**src/rtl/core/vbt_pkg.sv**
```systemverilog
// vbt_pkg: types and fixed constants of the video beam timing block
// no dependencies; used by vbt_step and video_beam_timing

package vbt_pkg;

    localparam int unsigned POS_W    = 10;
    localparam int unsigned CYCLES_W = 7;

    // beam positions in doubled units
    localparam logic [POS_W-1:0] WIDE_DOT_A        = 10'd322;
    localparam logic [POS_W-1:0] WIDE_DOT_B        = 10'd326;
    localparam logic [POS_W-1:0] ODD_LINE          = 10'd239;
    localparam logic [POS_W-1:0] VBL_LINE_OVERSCAN = 10'(32'h0F0 * 2);
    localparam logic [POS_W-1:0] VBL_LINE_NORMAL   = 10'(32'h0E1 * 2);
    localparam logic [POS_W-1:0] REFRESH_DOT       = 10'(536 / 4);
    localparam logic [POS_W-1:0] POS_STEP          = 10'd2;

    // master cycles per dot
    localparam logic [CYCLES_W-1:0] DOT_SHORT    = 7'd4;
    localparam logic [CYCLES_W-1:0] DOT_LONG     = 7'd6;
    localparam logic [CYCLES_W-1:0] HBLANK_EXTRA = 7'd68;
    localparam logic [CYCLES_W-1:0] DOT_NONE     = 7'd0;

    typedef struct packed {
        logic [POS_W-1:0] pos_x;
        logic [POS_W-1:0] pos_y;
        logic [POS_W-1:0] act_x;
        logic [POS_W-1:0] act_y;
        logic             active;
        logic             field;
    } beam_state_t;

    typedef struct packed {
        logic                vblank_begins;
        logic                hblank_begins;
        logic                vblank_ends;
        logic                hblank_ends;
        logic                refresh_point;
        logic [CYCLES_W-1:0] dot_cycles;
    } beam_events_t;

endpackage

```
**src/rtl/core/vbt_in_if.sv**
```systemverilog
// vbt_in_if: input channel of the beam timing block, one tick per beat
// no dependencies

interface vbt_in_if;
    logic valid;
    logic ready;
    logic tick;

    modport source (output valid, output tick, input ready);
    modport sink   (input valid, input tick, output ready);
endinterface

```
**src/rtl/core/vbt_out_if.sv**
```systemverilog
// vbt_out_if: result channel of the beam timing block
// no dependencies

interface vbt_out_if;
    logic       valid;
    logic       ready;
    logic [9:0] beam_x;
    logic [9:0] beam_y;
    logic [9:0] visible_x;
    logic [9:0] visible_y;
    logic       in_active_area;
    logic       odd_field;
    logic       vblank_begins;
    logic       hblank_begins;
    logic       vblank_ends;
    logic       hblank_ends;
    logic       refresh_point;
    logic [6:0] dot_cycles;

    modport source (
        output valid, input ready,
        output beam_x, output beam_y, output visible_x, output visible_y,
        output in_active_area, output odd_field,
        output vblank_begins, output hblank_begins, output vblank_ends,
        output hblank_ends, output refresh_point, output dot_cycles
    );
    modport sink (
        input valid, output ready,
        input beam_x, input beam_y, input visible_x, input visible_y,
        input in_active_area, input odd_field,
        input vblank_begins, input hblank_begins, input vblank_ends,
        input hblank_ends, input refresh_point, input dot_cycles
    );
endinterface

```
**src/rtl/core/video_beam_timing.sv**
```systemverilog
// video_beam_timing: raster beam counter with blanking events and dot cost
// depends on vbt_pkg, vbt_in_if, vbt_out_if and vbt_step
//
//   channel   dir   beat carries
//   in_ch     in    tick (advance one dot or hold)
//   out_ch    out   beam and active positions, field, blank pulses, dot_cycles
//   cfg       in    overscan_on, written with cfg_we
//
// one beat in, one beat out; a new beat is taken every cycle while the result side does not stall
// the result appears in the cycle after its input beat is taken, from the result register
// the beam state is updated in the same edge that takes the input beat
// a stalled result holds, and input is taken only when the result register
// is empty or being drained in the same cycle
// rst_n clears the beam state, the overscan setting and the result valid

module video_beam_timing #(
    parameter int unsigned LEFT_BLANK     = 44,
    parameter int unsigned VISIBLE_WIDTH  = 512,
    parameter int unsigned LINE_LENGTH    = 680,
    parameter int unsigned FRAME_LINES    = 524,
    parameter int unsigned TOP_BLANK      = 2,
    parameter int unsigned VISIBLE_HEIGHT = 478
) (
    input  logic          clk,
    input  logic          rst_n,
    input  logic          cfg_we,
    input  logic          cfg_wdata,
    vbt_in_if.sink        in_ch,
    vbt_out_if.source     out_ch
);

    // architectural beam state
    vbt_pkg::beam_state_t  state_reg;
    vbt_pkg::beam_state_t  state_next;
    vbt_pkg::beam_events_t events;
    logic                  overscan_reg;

    // result register
    logic                  res_valid_reg;
    vbt_pkg::beam_state_t  res_state_reg;
    vbt_pkg::beam_events_t res_events_reg;

    logic                  in_take;

    // input is taken whenever the result slot is free or draining now
    assign in_ch.ready = !res_valid_reg || out_ch.ready;
    assign in_take     = in_ch.valid && in_ch.ready;

    vbt_step #(
        .LEFT_BLANK     (LEFT_BLANK),
        .VISIBLE_WIDTH  (VISIBLE_WIDTH),
        .LINE_LENGTH    (LINE_LENGTH),
        .FRAME_LINES    (FRAME_LINES),
        .TOP_BLANK      (TOP_BLANK),
        .VISIBLE_HEIGHT (VISIBLE_HEIGHT)
    ) u_step (
        .tick        (in_ch.tick),
        .overscan_on (overscan_reg),
        .cur         (state_reg),
        .nxt         (state_next),
        .ev          (events)
    );

    // control state: beam counters, setting and result valid
    always_ff @(posedge clk or negedge rst_n)
    begin
        if (!rst_n)
        begin
            state_reg     <= '0;
            overscan_reg  <= 1'b0;
            res_valid_reg <= 1'b0;
        end
        else
        begin
            if (cfg_we)
            begin
                overscan_reg <= cfg_wdata;
            end
            if (in_take)
            begin
                state_reg     <= state_next;
                res_valid_reg <= 1'b1;
            end
            else if (out_ch.ready)
            begin
                res_valid_reg <= 1'b0;
            end
        end
    end

    // result payload, no reset needed
    always_ff @(posedge clk)
    begin
        if (in_take)
        begin
            res_state_reg  <= state_next;
            res_events_reg <= events;
        end
    end

    assign out_ch.valid          = res_valid_reg;
    assign out_ch.beam_x         = res_state_reg.pos_x;
    assign out_ch.beam_y         = res_state_reg.pos_y;
    assign out_ch.visible_x      = res_state_reg.act_x;
    assign out_ch.visible_y      = res_state_reg.act_y;
    assign out_ch.in_active_area = res_state_reg.active;
    assign out_ch.odd_field      = res_state_reg.field;
    assign out_ch.vblank_begins  = res_events_reg.vblank_begins;
    assign out_ch.hblank_begins  = res_events_reg.hblank_begins;
    assign out_ch.vblank_ends    = res_events_reg.vblank_ends;
    assign out_ch.hblank_ends    = res_events_reg.hblank_ends;
    assign out_ch.refresh_point  = res_events_reg.refresh_point;
    assign out_ch.dot_cycles     = res_events_reg.dot_cycles;

endmodule

```
**src/rtl/core/vbt_step.sv**
```systemverilog
// vbt_step: next beam state and per-dot events from the current state
// depends on vbt_pkg

module vbt_step #(
    parameter int unsigned LEFT_BLANK     = 44,
    parameter int unsigned VISIBLE_WIDTH  = 512,
    parameter int unsigned LINE_LENGTH    = 680,
    parameter int unsigned FRAME_LINES    = 524,
    parameter int unsigned TOP_BLANK      = 2,
    parameter int unsigned VISIBLE_HEIGHT = 478
) (
    input  logic                 tick,
    input  logic                 overscan_on,
    input  vbt_pkg::beam_state_t cur,
    output vbt_pkg::beam_state_t nxt,
    output vbt_pkg::beam_events_t ev
);

    localparam logic [vbt_pkg::POS_W-1:0] HB_START = vbt_pkg::POS_W'(LEFT_BLANK + VISIBLE_WIDTH);
    localparam logic [vbt_pkg::POS_W-1:0] HB_END   = vbt_pkg::POS_W'(LEFT_BLANK);
    localparam logic [vbt_pkg::POS_W-1:0] LINE_END = vbt_pkg::POS_W'(LINE_LENGTH);
    localparam logic [vbt_pkg::POS_W-1:0] LAST_LINE = vbt_pkg::POS_W'(FRAME_LINES);
    localparam logic [vbt_pkg::POS_W-1:0] TOP_EDGE = vbt_pkg::POS_W'(TOP_BLANK);
    localparam logic [vbt_pkg::POS_W-1:0] BOT_EDGE =
        vbt_pkg::POS_W'(TOP_BLANK + VISIBLE_HEIGHT);

    logic [vbt_pkg::POS_W-1:0]    vline;
    logic                         wide_dot;
    logic                         vb_in;
    logic                         hb_in;
    logic                         vb_out;
    logic                         hb_out;
    logic                         line_done;
    logic [vbt_pkg::POS_W-1:0]    act_y_a;
    logic [vbt_pkg::POS_W-1:0]    act_x_a;
    logic [vbt_pkg::POS_W-1:0]    act_y_b;
    logic [vbt_pkg::CYCLES_W-1:0] base_cycles;
    vbt_pkg::beam_state_t         adv;

    always_comb
    begin
        vline       = overscan_on ? vbt_pkg::VBL_LINE_OVERSCAN : vbt_pkg::VBL_LINE_NORMAL;
        // test at the odd line never matches an even beam line
        wide_dot    = (cur.pos_x == vbt_pkg::WIDE_DOT_A || cur.pos_x == vbt_pkg::WIDE_DOT_B)
                      && cur.pos_y != vbt_pkg::ODD_LINE;
        base_cycles = wide_dot ? vbt_pkg::DOT_LONG : vbt_pkg::DOT_SHORT;
        vb_in       = (cur.pos_x == '0) && (cur.pos_y == vline);
        hb_in       = (cur.pos_x == HB_START);
        line_done   = (cur.pos_x >= LINE_END);
        vb_out      = line_done && (cur.pos_y >= LAST_LINE);
        hb_out      = (cur.pos_x == HB_END);

        // vblank exit clears the active line before hblank exit adds to it
        act_y_a = vb_out ? '0 : cur.act_y;
        act_x_a = hb_out ? '0 : cur.act_x;
        act_y_b = hb_out ? act_y_a + vbt_pkg::POS_STEP : act_y_a;

        adv.field = cur.field ^ vb_out;
        adv.act_y = act_y_b;
        if (line_done)
        begin
            adv.pos_x = '0;
            adv.pos_y = (cur.pos_y >= LAST_LINE) ? '0 : cur.pos_y + vbt_pkg::POS_STEP;
            adv.act_x = act_x_a;
        end
        else
        begin
            adv.pos_x = cur.pos_x + vbt_pkg::POS_STEP;
            adv.pos_y = cur.pos_y;
            adv.act_x = cur.active ? act_x_a + vbt_pkg::POS_STEP : act_x_a;
        end
        adv.active = (adv.pos_x >= HB_END) && (adv.pos_x < HB_START)
                     && (adv.pos_y >= TOP_EDGE) && (adv.pos_y < BOT_EDGE);

        if (tick)
        begin
            nxt              = adv;
            ev.vblank_begins = vb_in;
            ev.hblank_begins = hb_in;
            ev.vblank_ends   = vb_out;
            ev.hblank_ends   = hb_out;
            ev.refresh_point = (cur.pos_x == vbt_pkg::REFRESH_DOT);
            ev.dot_cycles    = hb_in ? base_cycles + vbt_pkg::HBLANK_EXTRA : base_cycles;
        end
        else
        begin
            nxt              = cur;
            ev.vblank_begins = 1'b0;
            ev.hblank_begins = 1'b0;
            ev.vblank_ends   = 1'b0;
            ev.hblank_ends   = 1'b0;
            ev.refresh_point = 1'b0;
            ev.dot_cycles    = vbt_pkg::DOT_NONE;
        end
    end

endmodule

```
**src/flat_wrapper.sv**
```systemverilog
// flat-port wrapper written by rule: the top's interface ports become plain ports
module video_beam_timing_flat 
#(
    parameter int unsigned LEFT_BLANK     = 44,
    parameter int unsigned VISIBLE_WIDTH  = 512,
    parameter int unsigned LINE_LENGTH    = 680,
    parameter int unsigned FRAME_LINES    = 524,
    parameter int unsigned TOP_BLANK      = 2,
    parameter int unsigned VISIBLE_HEIGHT = 478
)
  (clk, rst_n, cfg_we, cfg_wdata, in_ch_valid, in_ch_tick, in_ch_ready, out_ch_valid, out_ch_ready, out_ch_beam_x, out_ch_beam_y, out_ch_visible_x, out_ch_visible_y, out_ch_in_active_area, out_ch_odd_field, out_ch_vblank_begins, out_ch_hblank_begins, out_ch_vblank_ends, out_ch_hblank_ends, out_ch_refresh_point, out_ch_dot_cycles);
  vbt_in_if in_ch_i ();
  vbt_out_if out_ch_i ();
  input  logic clk;
  input  logic rst_n;
  input  logic cfg_we;
  input  logic cfg_wdata;
  input wire logic [$bits(in_ch_i.valid)-1:0] in_ch_valid;
  input wire logic [$bits(in_ch_i.tick)-1:0] in_ch_tick;
  output wire logic [$bits(in_ch_i.ready)-1:0] in_ch_ready;
  output wire logic [$bits(out_ch_i.valid)-1:0] out_ch_valid;
  input wire logic [$bits(out_ch_i.ready)-1:0] out_ch_ready;
  output wire logic [$bits(out_ch_i.beam_x)-1:0] out_ch_beam_x;
  output wire logic [$bits(out_ch_i.beam_y)-1:0] out_ch_beam_y;
  output wire logic [$bits(out_ch_i.visible_x)-1:0] out_ch_visible_x;
  output wire logic [$bits(out_ch_i.visible_y)-1:0] out_ch_visible_y;
  output wire logic [$bits(out_ch_i.in_active_area)-1:0] out_ch_in_active_area;
  output wire logic [$bits(out_ch_i.odd_field)-1:0] out_ch_odd_field;
  output wire logic [$bits(out_ch_i.vblank_begins)-1:0] out_ch_vblank_begins;
  output wire logic [$bits(out_ch_i.hblank_begins)-1:0] out_ch_hblank_begins;
  output wire logic [$bits(out_ch_i.vblank_ends)-1:0] out_ch_vblank_ends;
  output wire logic [$bits(out_ch_i.hblank_ends)-1:0] out_ch_hblank_ends;
  output wire logic [$bits(out_ch_i.refresh_point)-1:0] out_ch_refresh_point;
  output wire logic [$bits(out_ch_i.dot_cycles)-1:0] out_ch_dot_cycles;
  assign in_ch_i.valid = in_ch_valid;
  assign in_ch_i.tick = in_ch_tick;
  assign in_ch_ready = in_ch_i.ready;
  assign out_ch_valid = out_ch_i.valid;
  assign out_ch_i.ready = out_ch_ready;
  assign out_ch_beam_x = out_ch_i.beam_x;
  assign out_ch_beam_y = out_ch_i.beam_y;
  assign out_ch_visible_x = out_ch_i.visible_x;
  assign out_ch_visible_y = out_ch_i.visible_y;
  assign out_ch_in_active_area = out_ch_i.in_active_area;
  assign out_ch_odd_field = out_ch_i.odd_field;
  assign out_ch_vblank_begins = out_ch_i.vblank_begins;
  assign out_ch_hblank_begins = out_ch_i.hblank_begins;
  assign out_ch_vblank_ends = out_ch_i.vblank_ends;
  assign out_ch_hblank_ends = out_ch_i.hblank_ends;
  assign out_ch_refresh_point = out_ch_i.refresh_point;
  assign out_ch_dot_cycles = out_ch_i.dot_cycles;
  video_beam_timing #(.LEFT_BLANK(LEFT_BLANK), .VISIBLE_WIDTH(VISIBLE_WIDTH), .LINE_LENGTH(LINE_LENGTH), .FRAME_LINES(FRAME_LINES), .TOP_BLANK(TOP_BLANK), .VISIBLE_HEIGHT(VISIBLE_HEIGHT)) u_core (.clk(clk), .rst_n(rst_n), .cfg_we(cfg_we), .cfg_wdata(cfg_wdata), .in_ch(in_ch_i), .out_ch(out_ch_i));
endmodule
```
**config.mk**
```make
export PLATFORM = sky130hd
export DESIGN_NAME = video_beam_timing_flat
export DESIGN_NICKNAME = d
export VERILOG_FILES = /design/src/rtl/core/vbt_pkg.sv /design/src/rtl/core/vbt_in_if.sv /design/src/rtl/core/vbt_out_if.sv /design/src/rtl/core/video_beam_timing.sv /design/src/rtl/core/vbt_step.sv /design/src/flat_wrapper.sv
export SDC_FILE = /design/constraint.sdc
export NUM_CORES = 1
export LEC_CHECK = 0
export ABC_CLOCK_PERIOD_IN_PS = 3600
export BUFFER_PORTS_ARGS = -buffer_cell sky130_fd_sc_hd__buf_2
export CAP_MARGIN = 20
export CORE_ASPECT_RATIO = 0.7
export CORE_UTILIZATION = 58
export CTS_CLUSTER_DIAMETER = 200
export DETAILED_ROUTE_END_ITERATION = 10
export HOLD_SLACK_MARGIN = 0.06
export PLACE_DENSITY = 0.84
export SYNTH_ARGS = -nofsm -noshare
export SYNTH_HDL_FRONTEND = slang
export SYNTH_HIERARCHICAL = 1
export SYNTH_SLANG_ARGS = --single-unit
```
**constraint.sdc**
```tcl
create_clock -name clk -period 3.6 [get_ports clk]
set_input_delay 0.18 -clock clk [delete_from_list [all_inputs] [get_ports clk]]
set_output_delay 0.18 -clock clk [all_outputs]
set_load 0.05 [all_outputs]
```
==> Flow_metrics.wiki, run 1 <==
{| class="wikitable"
! Metric !! Value
|-
| Most instantiated library cell after synthesis || edfxtp_1
|-
| H-tree depth reported by CTS || 3
|-
| Met3 demand-to-capacity share in global routing || 6.91%
|-
| Mean routed wirelength per cell || 18.3 um
|-
| Peak-usage layer in the global routing report || met2
|-
| Total global-route track usage || 24.9%
|-
| CTS Sinks || 98
|-
| Final Net Count || 480
|-
| Height of the die || 79.5 um
|-
| Average footprint of a synthesized cell || 12.1 um^2
|-
| CTS max path bufs || 2
|-
| Fraction of final layout cells with drive strength greater than 1 || 29.3%
|-
| Max capacitance violation total || 0
|-
| Post-synthesis instance area || 0.00498 mm^2
|-
| Final setup skew || 0.00811 ns
|-
| Ports placed on the boundary || 63
|-
| Overall via count from detail_route || 3500
|-
| Die boundary width || 113 um
|-
| Drt initial violations || 297
|-
| Seq cells post-synth || 98
|-
| Worst setup path category || reg -> reg
|-
| Top cell type by total area after synthesis || edfxtp_1
|-
| Input/output buffers || 62
|-
| Synth async-reset ratio || 44.9%
|-
| Seq/Total Area, Yosys || 54.7%
|-
| Final count of hold timing violations || 0
|-
| Top post-synthesis cells by count || 54 x edfxtp_1, 47 x nand2_1, 44 x dfrtp_1
|-
| Vias in the first global route || 3263
|-
| Final core utilization || 69.7%
|-
| Number of flip-flops in the largest register || 42
|-
| Synth-to-Final Area Change || 13.0%
|-
| First-pass detailed-route iteration total || 5
|-
| Synth Flop Type || edfxtp_1
|-
| Via-to-Cell Ratio || 6.09
|-
| Placer's final routability congestion estimate || 0.868
|-
| Fill cells || 567
|-
| Synthesis Warnings || 6
|-
| Critical Path Fanout Max || 10
|-
| Sum of routed wire length over all layers || 10500 um
|-
| Met2 Track Usage GR || 37.8%
|-
| Worst slew margin relative to its limit || 46.0%
|-
| Power per cell area || 574 mW/mm^2
|-
| Worst slew pin tran || 0.810 ns
|-
| Placeable Area || 0.00807 mm^2
|-
| Result of the run || complete, no violations
|-
| Count of flip-flops with a built-in enable after synthesis || 54
|-
| GRT Residual Overflow || 0
|-
| Die footprint || 0.00897 mm^2
|-
| Overall power after layout || 3.23 mW
|-
| Post-synthesis cell type count || 63
|-
| Highest Clock Rate || 0.325 GHz
|-
| Unrepaired setup endpoints after global routing || false
|-
| Type of element capturing the critical path || flip-flop
|-
| CTS tree || yes
|-
| VDD IR-drop max || 0.000419 V
|-
| Leak Pwr || 2.39 nW
|-
| Wire length of the first global-routing pass || 16800 um
|-
| Setup_tns || 0 ns
|-
| Synth area leaders || edfxtp_1 33%, dfrtp_1 22%, mux2_4 12%, nand2_1 3.5%, o21ai_0 2.6%
|-
| Count of inserted antenna diode cells || 0
|-
| Post-route standard cell area excluding fillers || 0.00563 mm^2
|-
| Req. time, crit path || 3.89 ns
|-
| Detail Route Antenna Nets || 0
|-
| DRC || 0
|-
| Type of the most critical hold path || in -> reg
|-
| Placed cell areas || 0.00531 mm^2
|-
| Final critical-path share of the clock period || 85.6%
|-
| Antenna violations before repair || 0
|-
| Largest net degree at the start of global routing || 45
|-
| Clk Latency, worst-skew pair || 0.36 ns
|-
| Final critical-path required period || 3.08 ns
|-
| Number of slew-limit violations in the final report || 0
|-
| WP data arrival || 3.37 ns
|-
| Proportion of netlist area held by the largest area contributor || 32.6%
|-
| Effective utilization at floorplan || 61.7%
|-
| Number of clock buffers inserted by TritonCTS || 9
|-
| CP Launch Type || flip-flop
|-
| Row count || 27
|-
| Detailed-placement wirelength estimate || 6700 um
|-
| Global routing met1 resource utilization || 34.5%
|-
| Root cell of the clock tree || clkbuf_16
|-
| CTS clk-pin slew, worst paths || 0.07 ns
|-
| Cell count after synthesis || 413
|-
| Setup violations, final || 0
|}
==> layer usage <==
layer	part of all wire [%]	up-vias
met3	6.9	12
met4	1.3	0
met2	45	150
li1	-	1621
met1	47	1717
met5	0	-
==> kinds of logic after synthesis <==
logic type | after synthesis | share of synthesized area (%)
AND/OR/NAND/NOR | 141 | 15.4
flip-flops | 98 | 54.7
AO/OA/AOI/OAI | 73 | 9.40
multiplexers | 45 | 13.1
buffers and inverters | 38 | 4.12
XOR/XNOR | 13 | 2.29
adder cells (fa/ha/maj) | 4 | 1.01
other | 1 | 0.0753
==> final cells by class <==
| class | instances | area [um^2] | area share [%] |
|---|---|---|---|
| inverters | 12 | 45.0 | 0.800 |
| repair buffers | 69 | 393 | 6.98 |
| clock buffers | 11 | 243 | 4.31 |
| flip-flops and latches | 98 | 2720 | 48.4 |
| well taps | 101 | 126 | 2.25 |
| clock inverters | 5 | 38.8 | 0.689 |
| multi-input cells | 279 | 2060 | 36.6 |
==> power breakdown <==
group          internal, mW  switching, mW  leakage [nW]
clock                 0.491          0.420         0.136
sequential             1.34          0.162          1.11
combinational         0.297          0.523          1.14
total                  2.12           1.10          2.39
==> per-stage QoR <==
step / cells / setup WS [ns] / hold WS [ns]
final: 575 / 0.520 / 0.0707
after global routing: 575 / 0.253 / 0.0767
after CTS: 574 / 0.628 / 0.0677
after detailed placement: 556 / 0.673 / 0.423
after global placement: 556 / 0.707 / 0.411
after floorplan: 415 / 0.998 / -0.116
==> timing repair <==
| item | in CTS | in global routing |
|---|---|---|
| setup buffers | 0 | 0 |
| hold buffers | 2 | 0 |
| endpoints found under the hold margin | 24 | 0 |
| resized for setup | 0 | 0 |
==> cells in the final DEF, fill, tap and decap left out, types with 3 or more instances in the layout <==
master / count
o21ai_1: 3
a21oi_1: 12
a31oi_1: 4
nor4_1: 4
nand3_1: 19
conb_1: 3
inv_1: 10
xor2_1: 9
and2_1: 10
o21ai_0: 26
o31ai_1: 6
nand4_1: 8
nand2_1: 47
nand2b_1: 6
mux2_2: 5
nor3_1: 3
edfxtp_1: 54
and3_1: 11
buf_2: 62
ha_1: 4
mux2_4: 39
nor2_1: 12
buf_4: 3
xnor2_1: 4
clkbuf_16: 9
dfrtp_1: 44
==> worst paths after layout <==
| path | startpoint | to | slack (ns) | cells after the start |
|---|---|---|---|---|
| max | u_core/state_reg[40] | u_core/state_reg[21] | 0.52 | 12 |
| min in group asynchronous | rst_n | u_core/state_reg[15] | 0.33 | 2 |
| max reg2reg | u_core/state_reg[40] | u_core/state_reg[21] | 0.52 | 12 |
| max in group asynchronous | rst_n | u_core/state_reg[23] | 2.75 | 3 |
| min reg2reg | u_core/state_reg[2] | u_core/state_reg[2] | 0.51 | 1 |
| min | in_ch_valid | u_core/out_ch.valid | 0.07 | 2 |
==> critical path, cell delays in order (launching register included) <==
cell	delay, ns
dfrtp_1	0.48
nor4_1	0.48
nor3b_2	0.34
nand2_1	0.26
and2_1	0.24
ha_1	0.21
and3_1	0.17
nand4_1	0.15
nor2_1	0.11
a31oi_1	0.18
o21ai_0	0.09
o21ai_0	0.11
mux2_4	0.19
No activity file was read; power rests on OpenSTA's default activity.
==> run 2: changes to the inputs <==
--- a/config.mk
+++ b/config.mk
@@ -9,11 +9,11 @@
 export BUFFER_PORTS_ARGS = -buffer_cell sky130_fd_sc_hd__buf_2
 export CAP_MARGIN = 20
 export CORE_ASPECT_RATIO = 0.7
-export CORE_UTILIZATION = 58
+export CORE_UTILIZATION = 47
 export CTS_CLUSTER_DIAMETER = 200
 export DETAILED_ROUTE_END_ITERATION = 10
 export HOLD_SLACK_MARGIN = 0.06
-export PLACE_DENSITY = 0.84
+export PLACE_DENSITY = 0.71
 export SYNTH_ARGS = -nofsm -noshare
 export SYNTH_HDL_FRONTEND = slang
 export SYNTH_HIERARCHICAL = 1
==> run 2 against run 1 <==
  * The run now ends with DRC left
  * Combinational power fell by 2.7%
  * Sequential power barely moved
  * Non-clock buffer count fell by 2
  * Via count fell by 4.0%
  * Cell area rose by 0.56%
  * Total power rose by 1.4%
  * Hold slack got worse by 0.0014 ns
  * Clock skew fell by 0.0017 ns
  * Critical endpoint is now u_core/state_reg[11]
  * Highest routed layer unchanged
==> Flow_metrics.wiki, run 2 (same netlist as run 1, synthesis figures left out) <==
{| class="wikitable"
! Metric !! Value
|-
| Placed cell areas || 0.00534 mm^2
|-
| Mean routed wirelength per cell || 17.0 um
|-
| Setup_tns || 0 ns
|-
| Synth-to-Final Area Change || 13.6%
|-
| Detail Route Antenna Nets || 0
|-
| Final worst hold slack || 0.0693 ns
|-
| Final critical-path share of the clock period || 85.4%
|-
| Drt initial violations || 281
|-
| Die boundary width || 125 um
|-
| Type of the most critical hold path || in -> reg
|-
| Hold path depth || 2
|-
| Final core utilization || 54.9%
|-
| Total global-route track usage || 19.8%
|-
| Sum of routed wire length over all layers || 10200 um
|-
| Detailed-placement wirelength estimate || 6690 um
|-
| Leak Pwr || 2.39 nW
|-
| Worst slew margin relative to its limit || 43.6%
|-
| Largest net degree at the start of global routing || 45
|-
| Cell total after placement || 586
|-
| Placeable Area || 0.0103 mm^2
|-
| CTS max path bufs || 2
|-
| Final count of hold timing violations || 0
|-
| Number of slew-limit violations in the final report || 0
|-
| Input/output buffers || 62
|-
| CP Launch Type || flip-flop
|-
| R2R depth || 9
|-
| Effective utilization at floorplan || 48.3%
|-
| First-pass detailed-route iteration total || 8
|-
| Peak-usage layer in the global routing report || met2
|-
| Result of the run || finished with violations
|-
| Req. time, crit path || 3.83 ns
|-
| VDD IR-drop max || 0.000276 V
|-
| GRT Residual Overflow || 0
|-
| Met2 Track Usage GR || 29.4%
|-
| Reg-to-reg critical path startpoint || u_core/state_reg[29]
|-
| CTS tree || yes
|-
| Unrepaired setup endpoints after global routing || false
|-
| Commonest cells after routing, fill and taps aside || 62 x buf_2, 54 x edfxtp_1, 47 x nand2_1
|-
| Fraction of final layout cells with drive strength greater than 1 || 29.2%
|-
| Slowest cell on the critical path || or4_4
|-
| Cell Chain, Critical Path || or4_4 > o31a_1 > nand2_1 > and2_1 > ha_1 > and3_1 > nand4_1 > xor2_1 > mux2_4
|-
| Number of clock buffers inserted by TritonCTS || 9
|-
| Failing checks || DRC
|-
| Final critical-path required period || 3.07 ns
|-
| Via-to-Cell Ratio || 5.56
|-
| Row count || 31
|-
| H-tree depth reported by CTS || 3
|-
| Global routing met1 resource utilization || 28.4%
|-
| Critical Path Fanout Max || 10
|-
| Stage delay of the slowest cell on the critical path || 0.57 ns
|-
| Wire length of the first global-routing pass || 16600 um
|-
| Met3 demand-to-capacity share in global routing || 4.89%
|-
| Final Net Count || 478
|-
| Worst setup path category || reg -> reg
|-
| Post-route standard cell area excluding fillers || 0.00566 mm^2
|-
| Clk Latency, worst-skew pair || 0.35 ns
|-
| Power per cell area || 578 mW/mm^2
|-
| Placer's final routability congestion estimate || 0.875
|-
| Most common library cell in the layout ignoring fill and taps || buf_2
|-
| WP buf/inv || 0
|-
| WP data arrival || 3.31 ns
|-
| CTS clk-pin slew, worst paths || 0.07 ns
|-
| Number of buffers inserted by post-CTS setup repair || 0
|-
| Vias in the first global route || 3154
|-
| Highest Clock Rate || 0.325 GHz
|-
| Overall via count from detail_route || 3359
|-
| Die footprint || 0.0110 mm^2
|-
| CTS Sinks || 98
|-
| Startpoint of the most critical hold path || in_ch_valid
|-
| Worst slew pin tran || 0.845 ns
|-
| Count of inserted antenna diode cells || 0
|-
| Worst setup slack for register-to-register paths || 0.53 ns
|-
| Max capacitance violation total || 0
|-
| Setup violations, final || 0
|-
| Height of the die || 88.1 um
|-
| Root cell of the clock tree || clkbuf_16
|-
| Number of flip-flops in the largest register || 42
|-
| Non-filler instance count after layout || 604
|-
| Ports placed on the boundary || 63
|-
| Antenna violations before repair || 0
|-
| Worst flop-to-flop path endpoint || u_core/state_reg[11]
|-
| Cell type group with the largest total delay on the critical path || simple AND/OR/NAND/NOR gates
|-
| DRC || 8
|-
| Final setup skew || 0.00643 ns
|-
| Type of element capturing the critical path || flip-flop
|-
| WHS Endpoint || u_core/out_ch.valid
|}
## run 2: cell count changes in the layout (fill, tap and decap cells not counted)
| cell | change |
|---|---|
| buf_12 | -1 |
| buf_4 | -1 |
| bufinv_16 | +1 |
| clkbuf_1 | -1 |
| clkbuf_8 | -1 |
| clkinv_2 | +1 |
| clkinv_4 | -1 |
| inv_8 | +1 |
## run 2: worst max-delay path by stage
| stage | cells after the start | startpoint | to | slack (ns) |
|---|---|---|---|---|
| 5_1_grt | 9 | u_core/state_reg[27] | u_core/state_reg[11] | 0.43 |
| 3_5_place_dp | 9 | u_core/state_reg[30] | u_core/state_reg[11] | 0.59 |
| 3_3_place_gp | 9 | u_core/state_reg[30] | u_core/state_reg[11] | 0.59 |
| 6_report | 9 | u_core/state_reg[29] | u_core/state_reg[11] | 0.53 |
| 2_1_floorplan | 10 | u_core/state_reg[29] | u_core/state_reg[11] | 1.0 |
| 4_1_cts | 9 | u_core/state_reg[29] | u_core/state_reg[11] | 0.57 |
## run 2: final cells by class
cell class / count / area [um^2]
Tap cell: 132 / 165
Multi-Input combinational cell: 279 / 2060
Timing Repair Buffer: 67 / 365
Inverter: 12 / 45.0
Clock inverter: 7 / 76.3
Fill cell: 887 / 4660
Clock buffer: 9 / 225
Sequential cell: 98 / 2720
## run 2: metal layers
| metal | wire [um] | vias to the layer above | share of wire [%] |
|---|---|---|---|
| met5 | 0 | - | 0 |
| met4 | 106 | 0 | 1.0 |
| met3 | 574 | 11 | 5.6 |
| met2 | 4480 | 89 | 44 |
| li1 | - | 1619 | - |
| met1 | 5090 | 1640 | 50 |
## run 2: report_power, final
part | switching, mW | leakage, nW | internal [mW] | total (mW)
Sequential | 0.161 | 1.11 | 1.34 | 1.50
Combinational | 0.505 | 1.13 | 0.293 | 0.798
Clock | 0.434 | 0.148 | 0.545 | 0.979
Total | 1.10 | 2.39 | 2.17 | 3.27
## run 2: metrics by stage
step,setup WS [ns],total power [mW]
finish,0.527,3.27
floorplan,0.998,2.13
CTS,0.571,3.30
global route,0.428,3.44
global placement,0.586,2.29
detailed placement,0.585,2.31
## run 2: what timing repair did
item / in CTS / in global routing
resized for setup: 0 / 0
hold buffers: 2 / 0
hold endpoints to repair: 45 / 0
==> run 3: changes to the inputs <==
--- a/config.mk
+++ b/config.mk
@@ -6,7 +6,7 @@
 export NUM_CORES = 1
 export LEC_CHECK = 0
 export ABC_CLOCK_PERIOD_IN_PS = 3600
-export BUFFER_PORTS_ARGS = -buffer_cell sky130_fd_sc_hd__buf_2
+export BUFFER_PORTS_ARGS = -buffer_cell sky130_fd_sc_hd__clkbuf_2
 export CAP_MARGIN = 20
 export CORE_ASPECT_RATIO = 0.7
 export CORE_UTILIZATION = 47
==> run 3 against run 2 <==
  * The flow still finishes with violations (DRC)
  * Die area is the same
  * Core utilization grew 0.17 points
  * Via count grew 2.3%
  * Hold slack is essentially flat
  * Critical endpoint unchanged
  * Count of clock-buffer cells in the layout grew 2
  * Register-to-register slack gained 0.02 ns
  * Clock power grew 6%
  * Critical path depth is the same
  * Setup slack gained 0.022 ns
==> Flow_metrics.wiki, run 3 (same netlist as run 1, synthesis figures left out) <==
{| class="wikitable"
! Metric !! Value
|-
| Row count || 31
|-
| Commonest cells after routing, fill and taps aside || 62 x clkbuf_2, 54 x edfxtp_1, 47 x nand2_1
|-
| Detailed-placement wirelength estimate || 6880 um
|-
| Most common library cell in the layout ignoring fill and taps || clkbuf_2
|-
| Root cell of the clock tree || clkbuf_16
|-
| H-tree depth reported by CTS || 3
|-
| Wire length of the first global-routing pass || 16500 um
|-
| Count of inserted antenna diode cells || 0
|-
| CTS clk-pin slew, worst paths || 0.06 ns
|-
| WP buf/inv || 0
|-
| Vias in the first global route || 3144
|-
| Final count of hold timing violations || 0
|-
| Detail Route Antenna Nets || 0
|-
| Setup violations, final || 0
|-
| Slowest cell on the critical path || or4_4
|-
| Max capacitance violation total || 0
|-
| Cell-internal power || 2.25 mW
|-
| Leak Pwr || 2.40 nW
|-
| Overall via count from detail_route || 3435
|-
| Die footprint || 0.0110 mm^2
|-
| Mean routed wirelength per cell || 17.4 um
|-
| Height of the die || 88.1 um
|-
| Unrepaired setup endpoints after global routing || false
|-
| Type of the most critical hold path || in -> reg
|-
| Hold-fix buffer count after cts || 1
|-
| WP data arrival || 3.28 ns
|-
| Combinational power share || 24.0%
|-
| GRT Residual Overflow || 0
|-
| Worst slew pin tran || 0.850 ns
|-
| CTS Sinks || 98
|-
| Switching power share of the total || 32.6%
|-
| Post-cts repair resize count || 0
|-
| Result of the run || finished with violations
|-
| Number of buffers inserted by post-CTS setup repair || 0
|-
| Synth-to-Final Area Change || 14.0%
|-
| Final critical-path share of the clock period || 84.7%
|-
| Req. time, crit path || 3.83 ns
|-
| Ports placed on the boundary || 63
|-
| CTS max path bufs || 2
|-
| Critical Path Fanout Max || 10
|-
| Number of clock buffers inserted by TritonCTS || 9
|-
| Power per cell area || 589 mW/mm^2
|-
| Worst setup path category || reg -> reg
|-
| Stage delay of the slowest cell on the critical path || 0.57 ns
|-
| First-pass detailed-route iteration total || 9
|-
| Via-to-Cell Ratio || 5.69
|-
| Final setup skew || 0.00623 ns
|-
| Antenna violations before repair || 0
|-
| Largest net degree at the start of global routing || 44
|-
| Drt initial violations || 344
|-
| Overall power after layout || 3.34 mW
|-
| Placeable Area || 0.0103 mm^2
|-
| Cell type group with the largest total delay on the critical path || simple AND/OR/NAND/NOR gates
|-
| Highest Clock Rate || 0.328 GHz
|-
| Die boundary width || 125 um
|-
| Proportion of power drawn by flip-flops and latches || 44.9%
|-
| Final critical-path required period || 3.05 ns
|-
| Setup_tns || 0 ns
|-
| Worst slew margin relative to its limit || 43.3%
|-
| Type of element capturing the critical path || flip-flop
|-
| Effective utilization at floorplan || 48.3%
|-
| CTS tree || yes
|-
| Total global-route track usage || 19.6%
|-
| Failing checks || DRC
|-
| Number of slew-limit violations in the final report || 0
|-
| DRC || 8
|-
| Clk Latency, worst-skew pair || 0.34 ns
|-
| VDD IR-drop max || 0.000251 V
|-
| Final Net Count || 478
|-
| CP Launch Type || flip-flop
|-
| Clock group share of total power || 31.2%
|-
| Total net switching power || 1.09 mW
|-
| Placer's final routability congestion estimate || 0.873
|-
| Number of flip-flops in the largest register || 42
|-
| Fraction of final layout cells with drive strength greater than 1 || 29.2%
|-
| Cell Chain, Critical Path || or4_4 > o31a_1 > nand2_1 > and2_1 > ha_1 > and3_1 > nand4_1 > xor2_1 > mux2_4
|-
| Sum of routed wire length over all layers || 10500 um
|-
| Input/output buffers || 62
|}
run 3: final cells by class:
| class | count | area, um^2 |
|---|---|---|
| Clock inverter | 5 | 78.8 |
| Clock buffer | 11 | 243 |
| Multi-Input combinational cell | 279 | 2060 |
| Timing Repair Buffer | 67 | 363 |
| Tap cell | 132 | 165 |
| Fill cell | 879 | 4640 |
| Sequential cell | 98 | 2720 |
| Inverter | 12 | 45.0 |
run 3: worst paths after layout:
path / from / to / slack [ns] / depth (start not counted)
setup / recovery: u_core/state_reg[29] / u_core/state_reg[11] / 0.55 / 9
hold / removal: cfg_wdata / u_core/overscan_reg / 0.07 / 2
setup reg to reg: u_core/state_reg[29] / u_core/state_reg[11] / 0.55 / 9
hold reg to reg: u_core/state_reg[12] / u_core/state_reg[12] / 0.51 / 1
max in group asynchronous: rst_n / u_core/state_reg[33] / 2.46 / 3
min in group asynchronous: rst_n / u_core/state_reg[7] / 0.39 / 2
run 3: power by group through the flow:
stage	Sequential, mW	Combinational [mW]	Clock, mW
global route	1.53	0.861	1.09
CTS	1.50	0.797	1.06
detailed placement	1.52	0.786	0
finish	1.50	0.801	1.04
global placement	1.51	0.779	0
floorplan	1.64	0.489	0
run 3: layer usage:
metal  share of wire, %  GRT usage, %  up-vias
li1                   -             -     1616
met1                 50          28.8     1691
met2                 43          28.3      113
met3                5.6          4.70       15
met4                1.4          6.87        0
met5                  0             0        -
run 3: per-stage QoR:
step	setup slack [ns]	std cells	util [%]	cell area, um^2	hold slack, ns
floorplan	0.998	415	-	4990	-0.116
global placement	0.693	587	51.8	5350	0.235
detailed placement	0.605	587	51.8	5350	0.238
CTS	0.600	604	55.0	5680	0.0617
global route	0.444	604	55.0	5680	0.0609
finish	0.549	604	55.0	5680	0.0690
run 3: worst register-to-register path: cells and delay by family (launching register included):
family | cells | cell delay [ns]
compound gates | 1 | 0.40
xor+xnor | 1 | 0.17
fa+ha+maj | 1 | 0.19
flops | 1 | 0.45
mux | 1 | 0.27
simple gates | 5 | 1.46
